$ cat src/hdl/crispr_pam_site_scanner_defines.svh
// ----------------------------------------------------------------------------
// Assertion macros shared by the PAM site scanner RTL.
// ----------------------------------------------------------------------------
`ifndef CRISPR_PAM_SITE_SCANNER_DEFINES_SVH
`define CRISPR_PAM_SITE_SCANNER_DEFINES_SVH

// The consequent must hold in the same cycle as the antecedent.
`define CPSS_ASSERT_NOW(label, clk, rst_n, ante, cons, msg) \
    label: assert property (@(posedge clk) disable iff (!rst_n) (ante) |-> (cons)) \
        else $error(msg);

// The consequent must hold in the cycle after the antecedent.
`define CPSS_ASSERT_NEXT(label, clk, rst_n, ante, cons, msg) \
    label: assert property (@(posedge clk) disable iff (!rst_n) (ante) |=> (cons)) \
        else $error(msg);

`endif

$ cat src/hdl/cpss_pkg.sv
`timescale 1ns / 1ps
`default_nettype none
// ----------------------------------------------------------------------------
// cpss_pkg
// Base codes, character constants and cell control type for the scanner.
// ----------------------------------------------------------------------------
package cpss_pkg;

    // Window entry: bit 2 marks a non-ACGT base, bits 1..0 hold the base code.
    typedef logic [2:0] entry_t;

    localparam entry_t BASE_A   = 3'b000;
    localparam entry_t BASE_C   = 3'b001;
    localparam entry_t BASE_G   = 3'b010;
    localparam entry_t BASE_T   = 3'b011;
    localparam entry_t BASE_BAD = 3'b100;

    // Character bytes recognized by the encoder.
    localparam logic [7:0] CHAR_A     = 8'h41;
    localparam logic [7:0] CHAR_C     = 8'h43;
    localparam logic [7:0] CHAR_G     = 8'h47;
    localparam logic [7:0] CHAR_T     = 8'h54;
    localparam logic [7:0] CHAR_LOW_A = 8'h61;
    localparam logic [7:0] CHAR_LOW_Z = 8'h7A;
    localparam logic [7:0] CASE_DIFF  = 8'h20;

    // Per-cycle control given to each window cell.
    typedef struct packed {
        logic shift;
        logic clear;
    } cell_ctrl_t;

endpackage
`default_nettype wire

$ cat src/hdl/crispr_pam_site_scanner.sv
// ----------------------------------------------------------------------------
// crispr_pam_site_scanner: guide sites next to NGG/NAG PAMs on both strands.
// Result path: the pending stage, then the output register.
// Throughput: one base per cycle; a double hit or out_stall can raise in_stall.
// Reset: window cells read as non-ACGT, position zero, pam_mode zero.
// ----------------------------------------------------------------------------
`timescale 1ns / 1ps
`default_nettype none
`include "crispr_pam_site_scanner_defines.svh"
module crispr_pam_site_scanner #(
    parameter int GUIDE_LEN = 20,
    parameter int POS_BITS  = 28
) (
    input  wire                      clk,
    input  wire                      rst_n,
    input  wire                      cfg_wr_en,
    input  wire                      cfg_wr_data,
    input  wire                      in_valid,
    output logic                     in_stall,
    input  wire  [7:0]               base_char,
    input  wire                      seq_start,
    output logic                     out_valid,
    input  wire                      out_stall,
    output logic [2*GUIDE_LEN-1:0]   guide_code,
    output logic [POS_BITS-1:0]      guide_pos,
    output logic                     reverse_strand,
    output logic                     last_of_run
);

    localparam int WIN_LEN  = GUIDE_LEN + 3;
    localparam int CODE_W   = 2 * GUIDE_LEN;
    localparam int REV_BASE = 3;

    // Fold lower case and map a byte onto a window entry.
    function automatic cpss_pkg::entry_t encode_base(input logic [7:0] ch);
        logic [7:0]       up;
        cpss_pkg::entry_t code;
        up = ch;
        if (ch >= cpss_pkg::CHAR_LOW_A && ch <= cpss_pkg::CHAR_LOW_Z)
        begin
            up = ch - cpss_pkg::CASE_DIFF;
        end
        unique case (up)
            cpss_pkg::CHAR_A: code = cpss_pkg::BASE_A;
            cpss_pkg::CHAR_C: code = cpss_pkg::BASE_C;
            cpss_pkg::CHAR_G: code = cpss_pkg::BASE_G;
            cpss_pkg::CHAR_T: code = cpss_pkg::BASE_T;
            default:          code = cpss_pkg::BASE_BAD;
        endcase
        return code;
    endfunction

    logic                 pam_mode_reg;
    logic [POS_BITS-1:0]  count_reg;
    logic [POS_BITS-1:0]  count_next;
    logic [POS_BITS-1:0]  pos_k;

    logic                 accept;
    cpss_pkg::cell_ctrl_t cell_ctrl;
    cpss_pkg::cell_ctrl_t top_ctrl;
    cpss_pkg::entry_t     new_entry;
    cpss_pkg::entry_t     win_q [WIN_LEN];
    cpss_pkg::entry_t     win_n [WIN_LEN];

    logic                 rev_hit;
    logic                 fwd_hit;
    logic                 rev_ok;
    logic                 fwd_ok;
    logic [CODE_W-1:0]    rev_code;
    logic [CODE_W-1:0]    fwd_code;
    cpss_pkg::entry_t     alt_rev;
    cpss_pkg::entry_t     alt_fwd;

    // Pending hits of the last base, reverse first.
    logic                 pr_v_reg;
    logic                 pf_v_reg;
    logic                 pr_last_reg;
    logic [CODE_W-1:0]    pr_code_reg;
    logic [CODE_W-1:0]    pf_code_reg;
    logic [POS_BITS-1:0]  pr_pos_reg;
    logic [POS_BITS-1:0]  pf_pos_reg;

    // Output register.
    logic                 out_valid_reg;
    logic [CODE_W-1:0]    out_code_reg;
    logic [POS_BITS-1:0]  out_pos_reg;
    logic                 out_rev_reg;
    logic                 out_last_reg;

    logic                 out_free;
    logic                 p_pop;
    logic                 p_clear;

    // Configuration register.
    always_ff @(posedge clk or negedge rst_n)
    begin
        if (!rst_n)
        begin
            pam_mode_reg <= 1'b0;
        end
        else if (cfg_wr_en)
        begin
            pam_mode_reg <= cfg_wr_data;
        end
    end

    // Handshake between the pending stage and the output register.
    assign out_free = !out_valid_reg || !out_stall;
    assign p_pop    = (pr_v_reg || pf_v_reg) && out_free;
    assign p_clear  = !(pr_v_reg || pf_v_reg) || (p_pop && !(pr_v_reg && pf_v_reg));
    assign in_stall = !p_clear;
    assign accept   = in_valid && !in_stall;

    // Window chain control and the newest entry.
    assign new_entry       = encode_base(base_char);
    assign cell_ctrl.shift = accept;
    assign cell_ctrl.clear = seq_start;
    assign top_ctrl.shift  = accept;
    assign top_ctrl.clear  = 1'b0;

    generate
        for (genvar i = 0; i < WIN_LEN; i++)
        begin : g_cell
            if (i == WIN_LEN - 1)
            begin : g_top
                cpss_cell u_cell (
                    .clk            (clk),
                    .rst_n          (rst_n),
                    .ctrl           (top_ctrl),
                    .entry_in       (new_entry),
                    .entry_out      (win_q[i]),
                    .entry_next_out (win_n[i])
                );
            end
            else
            begin : g_mid
                cpss_cell u_cell (
                    .clk            (clk),
                    .rst_n          (rst_n),
                    .ctrl           (cell_ctrl),
                    .entry_in       (win_q[i+1]),
                    .entry_out      (win_q[i]),
                    .entry_next_out (win_n[i])
                );
            end
        end
    endgenerate

    // Position counter: a new sequence restarts at zero.
    assign pos_k      = seq_start ? '0 : count_reg;
    assign count_next = pos_k + 1'b1;

    always_ff @(posedge clk or negedge rst_n)
    begin
        if (!rst_n)
        begin
            count_reg <= '0;
        end
        else if (accept)
        begin
            count_reg <= count_next;
        end
    end

    // PAM compares at fixed slots and guide packing on the shifted window.
    assign alt_rev = pam_mode_reg ? cpss_pkg::BASE_T : cpss_pkg::BASE_C;
    assign alt_fwd = pam_mode_reg ? cpss_pkg::BASE_A : cpss_pkg::BASE_G;

    always_comb
    begin
        rev_ok = 1'b1;
        fwd_ok = 1'b1;
        for (int j = 0; j < GUIDE_LEN; j++)
        begin
            rev_ok = rev_ok && !win_n[REV_BASE + j][2];
            fwd_ok = fwd_ok && !win_n[j][2];
            rev_code[2*j +: 2]                 = ~win_n[REV_BASE + j][1:0];
            fwd_code[2*(GUIDE_LEN-1-j) +: 2]   = win_n[j][1:0];
        end
    end

    assign rev_hit = (win_n[0] == cpss_pkg::BASE_C)
                  && (win_n[1] == cpss_pkg::BASE_C || win_n[1] == alt_rev)
                  && rev_ok;
    assign fwd_hit = (win_n[WIN_LEN-1] == cpss_pkg::BASE_G)
                  && (win_n[WIN_LEN-2] == cpss_pkg::BASE_G || win_n[WIN_LEN-2] == alt_fwd)
                  && fwd_ok;

    // Pending stage valid flags.
    always_ff @(posedge clk or negedge rst_n)
    begin
        if (!rst_n)
        begin
            pr_v_reg <= 1'b0;
            pf_v_reg <= 1'b0;
        end
        else if (accept)
        begin
            pr_v_reg <= rev_hit;
            pf_v_reg <= fwd_hit;
        end
        else if (p_pop)
        begin
            if (pr_v_reg)
            begin
                pr_v_reg <= 1'b0;
            end
            else
            begin
                pf_v_reg <= 1'b0;
            end
        end
    end

    // Pending stage payload.
    always_ff @(posedge clk)
    begin
        if (accept)
        begin
            pr_code_reg <= rev_code;
            pf_code_reg <= fwd_code;
            pr_pos_reg  <= pos_k - POS_BITS'(GUIDE_LEN - 1);
            pf_pos_reg  <= pos_k - POS_BITS'(GUIDE_LEN + 2);
            pr_last_reg <= !fwd_hit;
        end
    end

    // Output register valid.
    always_ff @(posedge clk or negedge rst_n)
    begin
        if (!rst_n)
        begin
            out_valid_reg <= 1'b0;
        end
        else if (out_free)
        begin
            out_valid_reg <= pr_v_reg || pf_v_reg;
        end
    end

    // Output register payload, reverse hit ahead of forward hit.
    always_ff @(posedge clk)
    begin
        if (p_pop)
        begin
            if (pr_v_reg)
            begin
                out_code_reg <= pr_code_reg;
                out_pos_reg  <= pr_pos_reg;
                out_rev_reg  <= 1'b1;
                out_last_reg <= pr_last_reg;
            end
            else
            begin
                out_code_reg <= pf_code_reg;
                out_pos_reg  <= pf_pos_reg;
                out_rev_reg  <= 1'b0;
                out_last_reg <= 1'b1;
            end
        end
    end

    assign out_valid      = out_valid_reg;
    assign guide_code     = out_code_reg;
    assign guide_pos      = out_pos_reg;
    assign reverse_strand = out_rev_reg;
    assign last_of_run    = out_last_reg;

    // Checks on the pending stage and result ordering.
    `CPSS_ASSERT_NOW(a_two_pending_stalls, clk, rst_n, pr_v_reg && pf_v_reg, in_stall, "input taken with two hits pending")
    `CPSS_ASSERT_NEXT(a_double_hit_held, clk, rst_n, accept && rev_hit && fwd_hit, pr_v_reg && pf_v_reg, "double hit not captured")
    `CPSS_ASSERT_NEXT(a_no_hit_empty, clk, rst_n, accept && !rev_hit && !fwd_hit, !pr_v_reg && !pf_v_reg, "phantom hit pending")
    `CPSS_ASSERT_NOW(a_fwd_behind_rev, clk, rst_n, out_valid_reg && out_rev_reg && !out_last_reg, pf_v_reg && !pr_v_reg, "forward hit lost behind reverse hit")

endmodule
`default_nettype wire

$ cat src/hdl/cpss_cell.sv
`timescale 1ns / 1ps
`default_nettype none
// ----------------------------------------------------------------------------
// cpss_cell
// One window slot; on a shift takes its input entry, or BASE_BAD on clear.
// ----------------------------------------------------------------------------
module cpss_cell (
    input  wire                       clk,
    input  wire                       rst_n,
    input  wire cpss_pkg::cell_ctrl_t ctrl,
    input  wire cpss_pkg::entry_t     entry_in,
    output cpss_pkg::entry_t          entry_out,
    output cpss_pkg::entry_t          entry_next_out
);

    cpss_pkg::entry_t entry_reg;
    cpss_pkg::entry_t entry_next;

    // A new sequence empties the slot while the shift still happens.
    always_comb
    begin
        entry_next = entry_reg;
        if (ctrl.shift)
        begin
            entry_next = ctrl.clear ? cpss_pkg::BASE_BAD : entry_in;
        end
    end

    always_ff @(posedge clk or negedge rst_n)
    begin
        if (!rst_n)
        begin
            entry_reg <= cpss_pkg::BASE_BAD;
        end
        else
        begin
            entry_reg <= entry_next;
        end
    end

    assign entry_out      = entry_reg;
    assign entry_next_out = entry_next;

endmodule
`default_nettype wire

$ cat config.mk
export PLATFORM = sky130hd
export DESIGN_NAME = crispr_pam_site_scanner
export DESIGN_NICKNAME = d
export VERILOG_FILES = /design/src/hdl/cpss_pkg.sv /design/src/hdl/crispr_pam_site_scanner.sv /design/src/hdl/cpss_cell.sv
export VERILOG_INCLUDE_DIRS = /design/src /design/src/hdl
export SDC_FILE = /design/constraint.sdc
export NUM_CORES = 1
export LEC_CHECK = 0
export ABC_AREA = 1
export BUFFER_PORTS_ARGS = -buffer_cell sky130_fd_sc_hd__buf_4
export CORE_ASPECT_RATIO = 1.4
export CORE_UTILIZATION = 50
export DETAILED_ROUTE_END_ITERATION = 16
export GPL_ROUTABILITY_DRIVEN = 0
export HOLD_SLACK_MARGIN = 0.06
export PLACE_DENSITY = 0.7
export SYNTH_ARGS = -nofsm -noshare
export SYNTH_HDL_FRONTEND = slang
export SYNTH_SLANG_ARGS = --single-unit
$ cat constraint.sdc
create_clock -name clk -period 4.3 [get_ports clk]
set_clock_uncertainty 0.2 [all_clocks]
set_input_delay 0.215 -clock clk [delete_from_list [all_inputs] [get_ports clk]]
set_output_delay 0.215 -clock clk [all_outputs]
set_load 0.02 [all_outputs]
==> run summary <==
The run finished with clean final reports. Compared with the post-synthesis result, the final layout area differs by 14.9%. Slowest cell on the critical path: dlygate4sd3_1. Depth of the CTS H-tree: 1. The CTS sink count is 308. After clock tree synthesis, the setup repair step added 0 buffers.

Broken down by cell family, the worst path's largest delay share belongs to buffers and inverters. For the half-perimeter wire length of the detailed placement result, the log shows 16.3 mm. After synthesis, flip-flops and latches occupy 66.3% of the total area. The highest cell delay on the worst timing path came out at 0.57 ns.

The initial antenna violation count was 0; the warning count from the yosys run was 0. TritonCTS created 28 clock buffers. The later pin in the worst-skew pair is clocked with a latency of 0.54 ns. The clock passes through at most 3 buffers. Across the run, the number of max-cap violations was 0.

The internal reg-to-reg setup slack was 1.33 ns. CTS placed an instance of clkbuf_16 at the clock tree root. The total overflow left after global routing is 0.

At the pin with the least slew margin, the transition time is 0.848 ns. The run gives 17 as the quantity of hold-fixing buffers added after cts. The register with the most flip-flops in the layout has 66 of them. Gates resized during post-CTS repair numbered 0. The most common flop cell mapped by yosys was edfxtp_1. Average size of a mapped cell: 10.7 sq um. The floorplan has 70 rows. The number of hold violations in the final report is 0. After layout, the worst path uses 82.7% of the clock period.

The count of flip-flops with a built-in enable after synthesis was 207. After routing, the total negative slack on setup checks comes to 0 ns. The mapped netlist covers 13,200 sq um.

The startpoint class of the critical path is an input port. The number of failing setup endpoints in the final timing report came out at 0. The run gives 1,255 as the net count of the mapped netlist.

Once layout is done, the placed cells without fillers occupy 15,200 sq um. Overall track demand over capacity in global routing: 18.6%. The number of cells on the worst reg-to-reg path was 12; the clock slew at the register clock pins of the worst setup and hold paths was 0.07 ns. Number of diodes added for antenna fixing: 0.

The setup path with the least slack is of type in2reg. Along the worst path, the maximum fanout reaches 4. The class of the worst hold path was in2async. Number of DRC markers after the initial detailed-route iteration: 500. The logs give 3.64 ns for the data arrival time of the worst path and 87 for the number of top-level pins. The run gives 0 as the final max-slew violation count. The signal on the critical path passes through dlygate4sd3_1 > buf_4 > inv_1 > or2_2 > nor3_1 > dlygate4sd3_1 > nand3_1 > dlygate4sd3_1 > nand3_1 > nor2_1 > dlygate4sd3_1 > nor2_1 > nand3_1.

Number of port buffers: 86. The die is 139 microns wide. Once detail routing completed, the nets flagged for antenna violations numbered 0. The first global-routing pass estimated 40.4 mm of wire. Using the TritonRoute via totals, the vias-per-cell ratio works out to 5.04. The share of cells above drive strength 1 was 15.1%. The worst register-to-register path ends at pr_v_reg. The number of standard cells after synthesis came out at 1,236. Setup repair after global routing left no endpoint under its margin.

Detailed routing inserted a total of 8,487 vias. VDD sags by at most 0.274 mV. TritonCTS built the clock tree.

Number of optimization iterations in the first detailed-route pass: 5. The tools report the final wirelength as 24.7 mm. The power per standard cell area was 386 nW/um^2; the number of remaining DRC errors was 0. At the end of the flow the core is filled with cells to 58.4%.

For the worst setup path, the data required time is 4.38 ns. In this run the standard cell core region covers 26,000 sq um. The logs give 98 for the largest net degree at the start of global routing and 8,284 for the via count of the first global-routing pass. The synthesized design contains 308 register bits.

The worst path needs 3.56 ns of the cycle, external delays included. The share of synthesized registers carrying an async set or reset is 32.8%, and the total number of nets in the final design is 1,357. Dividing the detail-routed wire length by the instance count gives 14.7 microns. For the worst relative slew slack, the log shows 43.4%. The synthesized netlist contains 38 unique library cells.

Summing all placed instances gives a cell area of 14,100 sq um. The starting density of the core came out at 50.8%. The cell type with the highest occurrence count on the critical path was dlygate4sd3_1.

The critical path buffer and inverter count is 6. Category of the worst setup path capture point: a register. After layout, the design draws a total of 5860 uW. Area of the die: 27,100 sq um. The startpoint of the lowest-slack register-to-register path was pr_v_reg. The maximum achievable frequency is 281 MHz. In this run the static leakage power is 0.00618 uW.

The floorplan step set the die height to 194 microns.
[routing by layer]
layer / up-vias / wire [microns] / part of all wire, % / track usage, %
li1: 4178 / - / - / -
met1: 4069 / 9960 / 40 / 22.0
met2: 192 / 13000 / 53 / 34.4
met3: 48 / 988 / 4.0 / 2.29
met4: 0 / 713 / 2.9 / 7.00
met5: - / 0 / 0 / 0
[synthesized netlist by cell type, types with 6 or more instances]
library cell | n | area share (%)
buf_2 | 10 | 0.38
buf_6 | 9 | 0.77
clkbuf_1 | 18 | 0.51
dfrtp_1 | 78 | 15
dfstp_2 | 23 | 4.6
edfxtp_1 | 207 | 47
inv_1 | 170 | 4.8
nand2_1 | 351 | 10
nand2_2 | 10 | 0.47
nand3_1 | 31 | 1.2
nand4_1 | 13 | 0.61
nor2_1 | 112 | 3.2
nor2_2 | 6 | 0.28
nor3_1 | 12 | 0.45
o21ai_0 | 18 | 0.68
o21ai_1 | 13 | 0.49
o22ai_1 | 37 | 1.8
or2_2 | 6 | 0.28
xnor2_1 | 7 | 0.46
xor2_1 | 67 | 4.4
[stage by stage]
stage	worst slack, ns	cells	hold slack [ns]
after floorplan	0.000986	1236	-0.281
after global routing	0.634	1684	0.197
after detailed placement	1.33	1615	0.168
after CTS	0.860	1684	0.140
after global placement	1.40	1615	0.158
final	0.743	1684	0.116
[power breakdown]
group / switching, uW / internal, uW
clock: 1040 / 1370
sequential: 20.5 / 3230
combinational: 147 / 59.4
total: 1210 / 4650
[cell type report]
| cell class | instances | area (sq um) |
|---|---|---|
| fill | 2070 | 10800 |
| sequential | 308 | 8770 |
| multi-input combinational | 714 | 3560 |
| timing repair buffer | 111 | 888 |
| clock buffer | 38 | 800 |
| inverter | 175 | 667 |
| tap | 324 | 405 |
| clock inverter | 14 | 106 |
[cells in the final DEF (no fill, tap or decap), types with 7 or more instances in the layout]
cell           count
dlygate4sd3_1     17
nand4_1           13
o21ai_0           18
o22ai_1           37
dfstp_2           23
xnor2_1            7
o21ai_1           13
buf_4             93
xor2_1            67
clkbuf_16         29
dfrtp_1           77
nand2_2           10
nor2_1           111
nor3_1            12
nand2_1          351
nand3_1           31
edfxtp_1         207
inv_1            170
[logic make-up after synthesis]
family	count (synthesis)	share of synthesized area, %
buffers and inverters	214	6.79
AO/OA/AOI/OAI	74	3.18
flip-flops	308	66.3
XOR/XNOR	74	4.90
adder cells (fa/ha/maj)	4	0.378
AND/OR/NAND/NOR	562	18.4
[how the worst max path moves through the flow]
stage            startpoint             to  slack (ns)  depth (start not counted)
2_1_floorplan      pr_v_reg  guide_code[0]       0.001                          5
3_3_place_gp       pr_v_reg       pr_v_reg        1.40                         12
3_5_place_dp      out_valid       pr_v_reg        1.33                         12
4_1_cts        base_char[2]    pr_last_reg        0.86                         13
5_1_grt        base_char[2]    pr_last_reg        0.63                         13
6_report       base_char[2]    pr_last_reg        0.74                         13
(Power assumes the default switching activity.)
